===== src/hdl/pfe_pkg.sv =====
// Shared types and constants for the Playfair digraph encryption core.
// No dependencies; imported by pfe_front, pfe_back and the top level.
package pfe_pkg;

    localparam int GRID_SIDE  = 5;
    localparam int GRID_CELLS = GRID_SIDE * GRID_SIDE;
    localparam int ALPHA      = 26;
    localparam int CMD_DEPTH  = 4;
    localparam int OUT_DEPTH  = 4;

    typedef logic [4:0] letter_idx_t;
    typedef logic [4:0] cell_idx_t;

    localparam letter_idx_t IDX_I    = 5'd8;
    localparam letter_idx_t IDX_J    = 5'd9;
    localparam letter_idx_t IDX_X    = 5'd23;
    localparam letter_idx_t IDX_LAST = 5'd25;
    localparam logic [6:0]  ASCII_A_LOWER = 7'd97;

    localparam logic [1:0] FUNC_KEY    = 2'd0;
    localparam logic [1:0] FUNC_FINISH = 2'd1;
    localparam logic [1:0] FUNC_TEXT   = 2'd2;
    localparam logic [1:0] FUNC_END    = 2'd3;

    typedef enum logic [1:0] {
        OP_PLACE,
        OP_FINISH,
        OP_PAIR
    } cmd_op_t;

    typedef struct packed {
        cmd_op_t     op;
        letter_idx_t a;
        letter_idx_t b;
    } cmd_t;

    typedef struct packed {
        logic [6:0] first;
        logic [6:0] second;
    } pair_t;

    typedef enum logic [1:0] {
        BK_IDLE,
        BK_FILL,
        BK_CELL,
        BK_EMIT
    } back_state_t;

endpackage


===== src/hdl/pfe_fifo.sv =====
// Small first-word-fall-through queue of flip-flops.
// Depends on nothing but its parameters; used for the command and result queues.
module pfe_fifo #(
    parameter int WIDTH = 8,
    parameter int DEPTH = 4
) (
    input  logic             clk,
    input  logic             rst_n,
    input  logic             wr_en,
    input  logic [WIDTH-1:0] wdata,
    input  logic             rd_en,
    output logic [WIDTH-1:0] rdata,
    output logic             full,
    output logic             empty
);

    localparam int PW = (DEPTH > 1) ? $clog2(DEPTH) : 1;
    localparam int CW = $clog2(DEPTH + 1);

    logic [WIDTH-1:0] mem_reg [0:DEPTH-1];
    logic [PW-1:0]    wr_ptr_reg, wr_ptr_next;
    logic [PW-1:0]    rd_ptr_reg, rd_ptr_next;
    logic [CW-1:0]    count_reg, count_next;
    logic             do_wr, do_rd;

    assign full  = (count_reg == CW'(DEPTH));
    assign empty = (count_reg == '0);
    assign do_wr = wr_en && !full;
    assign do_rd = rd_en && !empty;
    assign rdata = mem_reg[rd_ptr_reg];

    always_comb
    begin
        wr_ptr_next = wr_ptr_reg;
        rd_ptr_next = rd_ptr_reg;
        count_next  = count_reg;
        if (do_wr)
        begin
            wr_ptr_next = (wr_ptr_reg == PW'(DEPTH - 1)) ? '0 : wr_ptr_reg + 1'b1;
        end
        if (do_rd)
        begin
            rd_ptr_next = (rd_ptr_reg == PW'(DEPTH - 1)) ? '0 : rd_ptr_reg + 1'b1;
        end
        if (do_wr && !do_rd)
        begin
            count_next = count_reg + 1'b1;
        end
        else if (do_rd && !do_wr)
        begin
            count_next = count_reg - 1'b1;
        end
    end

    always_ff @(posedge clk or negedge rst_n)
    begin
        if (!rst_n)
        begin
            wr_ptr_reg <= '0;
            rd_ptr_reg <= '0;
            count_reg  <= '0;
        end
        else
        begin
            wr_ptr_reg <= wr_ptr_next;
            rd_ptr_reg <= rd_ptr_next;
            count_reg  <= count_next;
        end
    end

    always_ff @(posedge clk)
    begin
        if (do_wr)
        begin
            mem_reg[wr_ptr_reg] <= wdata;
        end
    end

endmodule


===== src/hdl/pfe_front.sv =====
// Front end: accepts input transactions, folds letters, tracks key state
// and digraph pairing, and issues commands. Depends on pfe_pkg.
module pfe_front
    import pfe_pkg::*;
(
    input  logic       clk,
    input  logic       rst_n,
    input  logic       push,
    input  logic [1:0] func,
    input  logic [7:0] letter,
    input  logic       cmd_full,
    output logic       full,
    output logic       cmd_push,
    output cmd_t       cmd
);

    logic        key_ready_reg, key_ready_next;
    logic        pend_valid_reg, pend_valid_next;
    letter_idx_t pend_letter_reg, pend_letter_next;
    logic        accept;
    logic        is_letter;
    letter_idx_t idx;
    logic [7:0]  off_upper, off_lower;

    assign full   = cmd_full;
    assign accept = push && !cmd_full;

    // Fold to a letter index, j folds to i
    always_comb
    begin
        off_upper = letter - 8'd65;
        off_lower = letter - 8'd97;
        is_letter = 1'b1;
        idx       = '0;
        if (letter >= 8'd65 && letter <= 8'd90)
        begin
            idx = off_upper[4:0];
        end
        else if (letter >= 8'd97 && letter <= 8'd122)
        begin
            idx = off_lower[4:0];
        end
        else
        begin
            is_letter = 1'b0;
        end
        if (idx == IDX_J)
        begin
            idx = IDX_I;
        end
    end

    always_comb
    begin
        key_ready_next   = key_ready_reg;
        pend_valid_next  = pend_valid_reg;
        pend_letter_next = pend_letter_reg;
        cmd_push         = 1'b0;
        cmd.op           = OP_PLACE;
        cmd.a            = idx;
        cmd.b            = IDX_X;
        if (accept)
        begin
            case (func)
                FUNC_KEY:
                begin
                    cmd_push = !key_ready_reg && is_letter;
                end
                FUNC_FINISH:
                begin
                    if (!key_ready_reg)
                    begin
                        cmd_push        = 1'b1;
                        cmd.op          = OP_FINISH;
                        key_ready_next  = 1'b1;
                        pend_valid_next = 1'b0;
                    end
                end
                FUNC_TEXT:
                begin
                    if (key_ready_reg && is_letter)
                    begin
                        if (!pend_valid_reg)
                        begin
                            pend_valid_next  = 1'b1;
                            pend_letter_next = idx;
                        end
                        else
                        begin
                            cmd_push = 1'b1;
                            cmd.op   = OP_PAIR;
                            cmd.a    = pend_letter_reg;
                            // a double keeps the repeated letter pending
                            if (idx == pend_letter_reg)
                            begin
                                cmd.b = IDX_X;
                            end
                            else
                            begin
                                cmd.b           = idx;
                                pend_valid_next = 1'b0;
                            end
                        end
                    end
                end
                FUNC_END:
                begin
                    if (key_ready_reg && pend_valid_reg)
                    begin
                        cmd_push        = 1'b1;
                        cmd.op          = OP_PAIR;
                        cmd.a           = pend_letter_reg;
                        cmd.b           = IDX_X;
                        pend_valid_next = 1'b0;
                    end
                end
                default:
                begin
                    cmd_push = 1'b0;
                end
            endcase
        end
    end

    always_ff @(posedge clk or negedge rst_n)
    begin
        if (!rst_n)
        begin
            key_ready_reg   <= 1'b0;
            pend_valid_reg  <= 1'b0;
            pend_letter_reg <= '0;
        end
        else
        begin
            key_ready_reg   <= key_ready_next;
            pend_valid_reg  <= pend_valid_next;
            pend_letter_reg <= pend_letter_next;
        end
    end

endmodule


===== src/hdl/pfe_back.sv =====
// Back end: builds the key grid and substitutes digraphs.
// Holds the grid and letter position memories. Depends on pfe_pkg.
module pfe_back
    import pfe_pkg::*;
(
    input  logic  clk,
    input  logic  rst_n,
    input  cmd_t  cmd,
    input  logic  cmd_empty,
    output logic  cmd_pop,
    input  logic  out_full,
    output logic  out_push,
    output pair_t out_data
);

    back_state_t state_reg, state_next;
    letter_idx_t sweep_reg, sweep_next;
    cell_idx_t   fill_reg, fill_next;
    logic [ALPHA-1:0] seen_reg, seen_next;

    letter_idx_t grid_mem [0:GRID_CELLS-1];
    cell_idx_t   pos_mem  [0:ALPHA-1];

    cell_idx_t   pos_a_reg, pos_b_reg;
    letter_idx_t g1_reg, g2_reg;

    logic        place_en, place_ok, dispatch;
    letter_idx_t place_idx;

    logic [8:0]  prod_a, prod_b;
    logic [2:0]  r1, c1, r2, c2;
    logic [4:0]  base_a, base_b;
    cell_idx_t   cell1, cell2;

    function automatic cell_idx_t cell_at(input logic [2:0] r, input logic [2:0] c);
        cell_at = 5'(r) * 5'(GRID_SIDE) + 5'(c);
    endfunction

    function automatic logic [2:0] wrap_inc(input logic [2:0] v);
        wrap_inc = (v == 3'(GRID_SIDE - 1)) ? 3'd0 : v + 3'd1;
    endfunction

    // row = pos / 5 via reciprocal (exact for pos < 25), col = remainder
    always_comb
    begin
        prod_a = 9'(pos_a_reg) * 9'd13;
        prod_b = 9'(pos_b_reg) * 9'd13;
        r1     = prod_a[8:6];
        r2     = prod_b[8:6];
        base_a = 5'(r1) * 5'(GRID_SIDE);
        base_b = 5'(r2) * 5'(GRID_SIDE);
        c1     = 3'(pos_a_reg - base_a);
        c2     = 3'(pos_b_reg - base_b);
        if (r1 == r2)
        begin
            cell1 = cell_at(r1, wrap_inc(c1));
            cell2 = cell_at(r2, wrap_inc(c2));
        end
        else if (c1 == c2)
        begin
            cell1 = cell_at(wrap_inc(r1), c1);
            cell2 = cell_at(wrap_inc(r2), c2);
        end
        else
        begin
            cell1 = cell_at(r1, c2);
            cell2 = cell_at(r2, c1);
        end
    end

    assign out_data.first  = ASCII_A_LOWER + 7'(g1_reg);
    assign out_data.second = ASCII_A_LOWER + 7'(g2_reg);

    always_comb
    begin
        state_next = state_reg;
        sweep_next = sweep_reg;
        cmd_pop    = 1'b0;
        out_push   = 1'b0;
        place_en   = 1'b0;
        place_idx  = cmd.a;
        dispatch   = 1'b0;
        case (state_reg)
            BK_IDLE:
            begin
                dispatch = 1'b1;
            end
            BK_FILL:
            begin
                place_idx = sweep_reg;
                place_en  = (sweep_reg != IDX_J);
                if (sweep_reg == IDX_LAST)
                begin
                    state_next = BK_IDLE;
                end
                else
                begin
                    sweep_next = sweep_reg + 1'b1;
                end
            end
            BK_CELL:
            begin
                state_next = BK_EMIT;
            end
            BK_EMIT:
            begin
                if (!out_full)
                begin
                    out_push   = 1'b1;
                    state_next = BK_IDLE;
                    dispatch   = 1'b1;
                end
            end
            default:
            begin
                state_next = BK_IDLE;
            end
        endcase

        if (dispatch && !cmd_empty)
        begin
            cmd_pop = 1'b1;
            case (cmd.op)
                OP_PLACE:
                begin
                    place_en = 1'b1;
                end
                OP_FINISH:
                begin
                    state_next = BK_FILL;
                    sweep_next = '0;
                end
                OP_PAIR:
                begin
                    state_next = BK_CELL;
                end
                default:
                begin
                    state_next = BK_IDLE;
                end
            endcase
        end
    end

    always_comb
    begin
        place_ok  = place_en && !seen_reg[place_idx] && (fill_reg < 5'(GRID_CELLS));
        seen_next = seen_reg;
        fill_next = fill_reg;
        if (place_ok)
        begin
            seen_next[place_idx] = 1'b1;
            fill_next            = fill_reg + 1'b1;
        end
    end

    always_ff @(posedge clk or negedge rst_n)
    begin
        if (!rst_n)
        begin
            state_reg <= BK_IDLE;
            sweep_reg <= '0;
            fill_reg  <= '0;
            seen_reg  <= '0;
        end
        else
        begin
            state_reg <= state_next;
            sweep_reg <= sweep_next;
            fill_reg  <= fill_next;
            seen_reg  <= seen_next;
        end
    end

    always_ff @(posedge clk)
    begin
        if (place_ok)
        begin
            grid_mem[fill_reg] <= place_idx;
            pos_mem[place_idx] <= fill_reg;
        end
    end

    // position read follows the queue head; used only in the cell cycle
    always_ff @(posedge clk)
    begin
        pos_a_reg <= pos_mem[cmd.a];
        pos_b_reg <= pos_mem[cmd.b];
        if (state_reg == BK_CELL)
        begin
            g1_reg <= grid_mem[cell1];
            g2_reg <= grid_mem[cell2];
        end
    end

`ifndef SYNTHESIS
    assert property (@(posedge clk) disable iff (!rst_n)
        state_reg == BK_CELL |=> state_reg == BK_EMIT)
        else $error("cell lookup not followed by emit");

    assert property (@(posedge clk) disable iff (!rst_n)
        state_reg == BK_CELL |-> fill_reg == 5'(GRID_CELLS))
        else $error("digraph substituted before the grid is full");

    assert property (@(posedge clk) disable iff (!rst_n)
        fill_reg <= 5'(GRID_CELLS))
        else $error("grid fill count overflow");

    assert property (@(posedge clk) disable iff (!rst_n)
        cmd_pop |-> !cmd_empty && (state_reg == BK_IDLE || state_reg == BK_EMIT))
        else $error("command taken outside dispatch");
`endif

endmodule


===== src/hdl/playfair_digraph_encrypt_core.sv =====
// Top level of the Playfair digraph encryption core.
// Instantiates pfe_front, pfe_back and two pfe_fifo queues; depends on pfe_pkg.
//
// Input transactions enter through a front end that takes one per cycle while
// its command queue has room; keyword letters, finish key and text letters are
// classified there and passed as commands to the back end. A new keyword letter
// is placed in the grid as the back end takes it. Finish key runs a sweep
// over the alphabet while later commands wait in the queue. A completed
// digraph goes through a letter position read, then a grid read, and yields
// two cipher letters, one per cycle on the result side while the reader pops;
// the back end takes the next command as it pushes each result. Text before
// finish key, and non-letters, produce nothing.
module playfair_digraph_encrypt_core
    import pfe_pkg::*;
#(
    parameter int CMD_QUEUE_DEPTH = CMD_DEPTH,
    parameter int OUT_QUEUE_DEPTH = OUT_DEPTH
) (
    input  logic       clk,
    input  logic       rst_n,
    input  logic       push,
    output logic       full,
    input  logic [1:0] func,
    input  logic [7:0] letter,
    output logic       empty,
    input  logic       pop,
    output logic [6:0] cipher_letter,
    output logic       pair_last
);

    cmd_t  fe_cmd, q_cmd;
    logic  fe_cmd_push, cmd_full, cmd_empty, cmd_pop;
    pair_t be_pair, q_pair;
    logic  be_push, out_full, out_empty, out_pop;
    logic  half_reg, half_next;

    pfe_front u_front (
        .clk      (clk),
        .rst_n    (rst_n),
        .push     (push),
        .func     (func),
        .letter   (letter),
        .cmd_full (cmd_full),
        .full     (full),
        .cmd_push (fe_cmd_push),
        .cmd      (fe_cmd)
    );

    pfe_fifo #(
        .WIDTH ($bits(cmd_t)),
        .DEPTH (CMD_QUEUE_DEPTH)
    ) u_cmd_q (
        .clk   (clk),
        .rst_n (rst_n),
        .wr_en (fe_cmd_push),
        .wdata (fe_cmd),
        .rd_en (cmd_pop),
        .rdata (q_cmd),
        .full  (cmd_full),
        .empty (cmd_empty)
    );

    pfe_back u_back (
        .clk       (clk),
        .rst_n     (rst_n),
        .cmd       (q_cmd),
        .cmd_empty (cmd_empty),
        .cmd_pop   (cmd_pop),
        .out_full  (out_full),
        .out_push  (be_push),
        .out_data  (be_pair)
    );

    pfe_fifo #(
        .WIDTH ($bits(pair_t)),
        .DEPTH (OUT_QUEUE_DEPTH)
    ) u_out_q (
        .clk   (clk),
        .rst_n (rst_n),
        .wr_en (be_push),
        .wdata (be_pair),
        .rd_en (out_pop),
        .rdata (q_pair),
        .full  (out_full),
        .empty (out_empty)
    );

    // each queued digraph is handed out as two transactions
    assign empty         = out_empty;
    assign cipher_letter = half_reg ? q_pair.second : q_pair.first;
    assign pair_last     = half_reg;
    assign out_pop       = pop && !out_empty && half_reg;

    always_comb
    begin
        half_next = half_reg;
        if (pop && !out_empty)
        begin
            half_next = !half_reg;
        end
    end

    always_ff @(posedge clk or negedge rst_n)
    begin
        if (!rst_n)
        begin
            half_reg <= 1'b0;
        end
        else
        begin
            half_reg <= half_next;
        end
    end

endmodule

===== config.mk =====
export PLATFORM = sky130hd
export DESIGN_NAME = playfair_digraph_encrypt_core
export DESIGN_NICKNAME = d
export VERILOG_FILES = /design/src/hdl/pfe_pkg.sv /design/src/hdl/pfe_fifo.sv /design/src/hdl/pfe_front.sv /design/src/hdl/pfe_back.sv /design/src/hdl/playfair_digraph_encrypt_core.sv
export SDC_FILE = /design/constraint.sdc
export NUM_CORES = 1
export LEC_CHECK = 0
export BUFFER_PORTS_ARGS = -buffer_cell sky130_fd_sc_hd__buf_2
export CORE_ASPECT_RATIO = 1.75
export CORE_UTILIZATION = 55
export DETAILED_ROUTE_END_ITERATION = 10
export GPL_ROUTABILITY_DRIVEN = 0
export GPL_TIMING_DRIVEN = 0
export HOLD_SLACK_MARGIN = 0.06
export MAX_ROUTING_LAYER = met4
export PLACE_DENSITY = 0.76
export RECOVER_POWER = 25
export SYNTH_ARGS = -nofsm -noshare
export SYNTH_HDL_FRONTEND = slang
export SYNTH_SLANG_ARGS = --single-unit
export TNS_END_PERCENT = 20

===== constraint.sdc =====
create_clock -name clk -period 6.3 [get_ports clk]
set_clock_uncertainty 0.05 [all_clocks]
set_input_delay 0.315 -clock clk [delete_from_list [all_inputs] [get_ports clk]]
set_output_delay 0.315 -clock clk [all_outputs]
set_load 0.02 [all_outputs]

==> flow_summary.ini, run 1 <==
[outcome]
status = finished, violations left
violations = capacitance limit, slew limit

[route]
ant_nets = 0
drc_errors = 0
vias = 15085
drt_iter0_drc = 1393
first_pass_iters = 8
drt-total-wl_mm = 56.9
route.detailed.wl_per_inst_microns = 24.3
vias_per_cell = 6.44

[sta]
fmaxAchievable_ghz = 0.162
slew_headroom_pct = -130
finalCritPeriodShare_pct = 98.3
fin_hold_ws_ns = 0.0933
rsz0062_at_grt = yes
finalSetupViolations = 0
tightest_slew_ns = 3.44
period_needed_ns = 6.19
hold_viol_final = 0
drv_slew = 61

[place]
dp_hpwl_mm = 41.4
io_buffers = 23

[finish]
largest_reg_flops = 130
final_util_pct = 62.4
antenna_cells = 0
layout_commonest_cell = edfxtp_1
drive_gt1_share_pct = 20.9
layout_common_cells = 369 x edfxtp_1, 175 x nand2_1, 99 x nor2_1
final_nets = 1867
area.growth.synth_to_final_pct = 11.7

[yosys]
ys_async_sr_fraction_pct = 13.7
synth_area_leaders = edfxtp_1 48%, mux4_2 9.6%, dfrtp_1 6.6%
synth_top_area_share_pct = 48.5
yosysUniqueCellTypes = 99
synthFlopType = edfxtp_1
seq_area_frac_synth_pct = 55.9
synth_area_leader_cell = edfxtp_1
avgSynthCellArea_sq_um = 13.6
yosysWarnings = 0
synth-seq-cells = 439
synth_edf_count = 369
netlist_instances = 1676
netlist_area_sq_um = 22900
synth_fp_nets = 1781

[setup_path]
cp-end-kind = flop
required_ns = 6.69
critical_path_arrival_ns = 6.58
crit_type = reg -> reg
crit_path_max_fanout = 10
startpoint_type = flop
r2r_slack_ns = 0.11
reg2reg_depth = 20

[clock_tree]
clk_pin_slew_ns = 0.07
cts_max_path_buffers = 3
root_buffer = clkbuf_16
cts_tree = built
htree_levels = 2
insertion_delay_ns = 0.56
clock_sinks = 439
numCtsBuffers = 39

[hold_path]
hold_class = in -> reg
holdPathStages = 4

[run]
maxCapViolCount = 1

[global_routing]
grt_pass1_wl_mm = 86.7
antenna_found_initial = 0
grt_pass1_vias = 15379
grt.overflow.total = 0
gr-usage-all-layers_pct = 28.3
grt_start_max_net_pins = 61

[floorplanning]
dieHeight_microns = 272
dieArea_sq_um = 42400
core_area_sq_um = 41000
die_x_microns = 156
num_io_pins = 24
start_util_pct = 55.8
rows = 98
-- through the flow --
step / setup TNS [ns] / cells / setup slack [ns] / area (sq um)
finish: 0 / 2342 / 0.108 / 25500
detailed placement: -6.63 / 2249 / -0.734 / 23700
floorplan: 0 / 1676 / 0.380 / 22900
CTS: 0 / 2326 / 0.00404 / 25200
global placement: -5.75 / 2249 / -0.652 / 23700
global route: -0.0625 / 2342 / -0.0285 / 25500
-- layer usage --
layer	global-route usage [%]	part of all wire [%]	vias up
li1	-	-	6666
met2	51.7	55	709
met3	3.32	5.4	268
met5	-	0	-
met1	28.1	33	7442
met4	18.0	7.1	0
-- logic make-up (layout without fill, tap and decap cells) --
| family | after synthesis | in the layout | synth area share [%] |
|---|---|---|---|
| xor+xnor | 57 | 57 | 2.37 |
| simple gates | 442 | 442 | 9.13 |
| flops | 439 | 439 | 55.9 |
| mux | 201 | 201 | 14.5 |
| fa+ha+maj | 91 | 91 | 5.24 |
| buf+inv | 149 | 265 | 2.95 |
| compound gates | 297 | 297 | 9.91 |
-- path summary, 6_finish.rpt --
check | from | endpoint
max in group asynchronous | rst_n | u_back.seen_reg[3]
worst max register to register | u_back.pos_b_reg[1] | u_back.g1_reg[0]
worst min register to register | u_back.seen_reg[19] | u_back.seen_reg[19]
worst min-delay path | func[0] | u_front.key_ready_reg
worst max-delay path | u_back.pos_b_reg[1] | u_back.g1_reg[0]
min in group asynchronous | rst_n | u_front.key_ready_reg
-- repair_timing --
item	4_1_cts	5_1_grt
setup buffers	7	17
resized for setup	39	43
pin swaps	4	12
setup endpoints to repair	10	10
hold buffers	1	1
hold endpoints to repair	1	60
-- worst max-delay path, cell delays in order (launching register included) --
cell      delay (ns)
dfxtp_1         0.34
ha_1            0.32
fa_1            0.39
ha_1            0.30
and3_2          0.28
a2111o_1        0.47
a21o_1          0.23
nand2_4         0.14
inv_1           0.07
ha_2            0.38
xnor3_2         0.33
buf_4           0.17
xnor2_1         0.12
nor2_1          0.61
nor2_1          0.09
a221oi_1        0.49
nor2_2          0.21
buf_2           0.27
a32o_1          0.26
nor3_1          0.39
a211o_1         0.17
-- cells in the mapped netlist, types with 26 or more instances --
cell      count
xnor2_1      28
a21oi_1      49
dfrtp_1      60
a32oi_1      31
inv_1        67
buf_2        30
nor2_1      100
nand2_1     176
mux2i_1      63
nand3_1      28
mux4_2       97
mux2_2       35
xor2_1       26
edfxtp_1    369
clkbuf_1     29
ha_1         83
-- area by class of cell --
type	instances	area, sq um
well taps	550	688
clock buffers	41	983
multi-input cells	1088	9710
flip-flops and latches	439	12800
repair buffers	49	313
inverters	68	255
clock inverters	30	357
fillers	3046	15400
plain buffers	77	442
Power of run 1 is not shown: default switching activity piles up to over one toggle a cycle in this logic, so the estimate is an artifact.
==> inputs of run 2 (changes only) <==
--- a/config.mk
+++ b/config.mk
@@ -5,6 +5,7 @@
 export SDC_FILE = /design/constraint.sdc
 export NUM_CORES = 1
 export LEC_CHECK = 0
+export ABC_AREA = 1
 export BUFFER_PORTS_ARGS = -buffer_cell sky130_fd_sc_hd__buf_2
 export CORE_ASPECT_RATIO = 1.75
 export CORE_UTILIZATION = 55
==> run 2 against run 1 <==
Against the previous run:
- the flow still finishes with violations (capacitance limit, slew limit)
- setup slack better by 0.11 ns
- design area up 2.6%
- global-route usage is 5.4 points higher
- largest cell class unchanged
==> flow_summary.ini, run 2 <==
[sta]
period_needed_ns = 6.09
slew_headroom_pct = -168
finalSetupViolations = 0
tightest_slew_ns = 4.02
drv_slew = 61
hold_viol_final = 0
finalCritPeriodShare_pct = 96.6
setup_tns_ns = 0
rsz0062_at_grt = no
fmaxAchievable_ghz = 0.164

[setup_path]
r2r_slack_ns = 0.21
cp-end-kind = flop
startpoint_type = flop
required_ns = 6.55
reg2reg_depth = 24
rr_endpoint = u_back.g2_reg[4]
crit_type = reg -> reg
crit_path_max_fanout = 10
critical_path_arrival_ns = 6.34
r2r_start = u_back.pos_b_reg[2]

[route]
ant_nets = 0
drt_iter0_drc = 2107
drc_errors = 0
vias = 20182
first_pass_iters = 8
route.detailed.wl_per_inst_microns = 21.7
vias_per_cell = 6.13
drt-total-wl_mm = 71.4

[clock_tree]
clock_sinks = 439
postCtsHoldBufs = 2
numCtsBuffers = 40
root_buffer = clkbuf_16
clk_pin_slew_ns = 0.06
insertion_delay_ns = 0.56
cts_max_path_buffers = 3
htree_levels = 2
cts_tree = built
cts_resized = 0
postCtsSetupBuffers = 0

[global_routing]
met3_usage_pct = 7.00
globalRouteMet2Util_pct = 57.7
grt.busiest_layer = met2
antenna_found_initial = 0
grt_pass1_wl_mm = 110
grtUsageMet1_pct = 31.7
grt.overflow.total = 0
gr-usage-all-layers_pct = 33.7
grt_pass1_vias = 20197
grt_start_max_net_pins = 61

[hold_path]
hold_class = in -> reg
hold_start = pop
hold-path-endpoint = pair_last
holdPathStages = 5

[finish]
final_util_pct = 61.2
layout_common_cells = 445 x nand2_1, 436 x nand3_1, 369 x edfxtp_1
layout_commonest_cell = nand2_1
fill_cells = 3506
final_nets = 2808
largest_reg_flops = 130
drive_gt1_share_pct = 8.97
area.growth.synth_to_final_pct = 9.41
antenna_cells = 0

[yosys]
synth_top_area_share_pct = 46.3
netlist_area_sq_um = 24000
yosysWarnings = 0
yosysUniqueCellTypes = 57
ys_async_sr_fraction_pct = 13.7
synth_area_leader_cell = edfxtp_1
avgSynthCellArea_sq_um = 9.09
synth-seq-cells = 439
netlist_instances = 2634
seq_area_frac_synth_pct = 53.4
synth_fp_nets = 2739
synthFlopType = edfxtp_1
ys_top_cells_by_count = 445 x nand2_1, 436 x nand3_1, 369 x edfxtp_1, 315 x inv_1, 259 x nor2_1
synth_area_leaders = edfxtp_1 46%, nand3_1 9.1%, nand2_1 7.0%
synth_edf_count = 369
synth.most_common_cell = nand2_1

[run]
maxCapViolCount = 1

[floorplanning]
dieArea_sq_um = 44400
num_io_pins = 24
core_area_sq_um = 42800
rows = 100
dieHeight_microns = 278
die_x_microns = 160
start_util_pct = 56.0

[outcome]
violations = capacitance limit, slew limit
status = finished, violations left

[place]
dp_hpwl_mm = 50.4
io_buffers = 23
[run 2: cell count changes after synthesis, sizes merged, moves of 37 or more]
cell | previous run | this run
nor2 | 101 | 266
nand3 | 30 | 439
mux2i | 68 | 0
inv | 68 | 334
a21oi | 51 | 88
mux4 | 98 | 0
nand2 | 177 | 463
o21ai | 30 | 183
[run 2: through the flow]
step / std cells / hold WS [ns] / setup slack (ns) / instance area, sq um
5_1_grt: 3293 / 0.119 / 0.0186 / 26200
3_3_place_gp: 3218 / 0.388 / 0.630 / 24800
4_1_cts: 3293 / 0.0646 / 0.484 / 26200
2_1_floorplan: 2634 / -0.0306 / 1.52 / 24000
3_5_place_dp: 3220 / 0.301 / 0.515 / 24800
6_report: 3293 / 0.0692 / 0.215 / 26200
[run 2: metal layers]
metal	routed length, microns	vias to the layer above	part of all wire [%]
met4	7350	0	10
met5	0	-	0
met3	6070	457	8.5
met2	35600	1265	50
li1	-	9139	-
met1	22400	9321	31
[run 2: critical path, cell delays in order, from the launching register on]
cell and delay, ns:
dfxtp_1 0.45, ha_1 0.29, fa_1 0.47, ha_1 0.32
nand2_1 0.09, nor2_1 0.05, nand2_1 0.10, nand3_1 0.11
nand2_1 0.08, nand2_1 0.14, ha_1 0.39, xnor2_1 0.20
xor2_1 0.42, inv_2 0.15, ha_1 0.37, fa_1 0.55
or2_1 0.17, nand3_1 0.10, o21ai_2 0.20, buf_4 0.28
nand3_1 0.36, nand3_1 0.24, nand2_1 0.11, nand2_1 0.07
nand2_1 0.06
[run 2: final cells by class]
type	count	area, sq um	share of cell area (%)
clock inverters	25	315	1.20
flip-flops and latches	439	12800	48.8
multi-input cells	1734	9280	35.4
clock buffers	46	1060	4.06
repair buffers	27	160	0.611
inverters	339	1280	4.90
plain buffers	122	612	2.33
well taps	561	702	2.68
[run 2: kinds of logic (layout without fill, tap and decap cells)]
kind of cell | after synthesis | count (layout) | synth area share (%)
buf+inv | 461 | 559 | 7.92
simple gates | 1207 | 1207 | 22.2
xor+xnor | 39 | 39 | 1.43
flops | 439 | 439 | 53.4
mux | 2 | 2 | 0.0940
compound gates | 395 | 395 | 10.0
fa+ha+maj | 91 | 91 | 5.00
[run 2: how the worst max path moves through the flow]
stage	startpoint	endpoint	slack [ns]	depth (start not counted)
after floorplan	u_back.pos_b_reg[2]	u_back.g2_reg[0]	1.52	23
after global placement	u_back.pos_b_reg[2]	u_back.g2_reg[2]	0.63	24
after detailed placement	u_back.pos_b_reg[2]	u_back.g2_reg[2]	0.51	24
after CTS	u_back.pos_b_reg[2]	u_back.g2_reg[2]	0.48	24
after global routing	u_back.pos_b_reg[2]	u_back.g2_reg[2]	0.02	24
final	u_back.pos_b_reg[2]	u_back.g2_reg[4]	0.21	24
Power of run 2 is left out for the same reason.
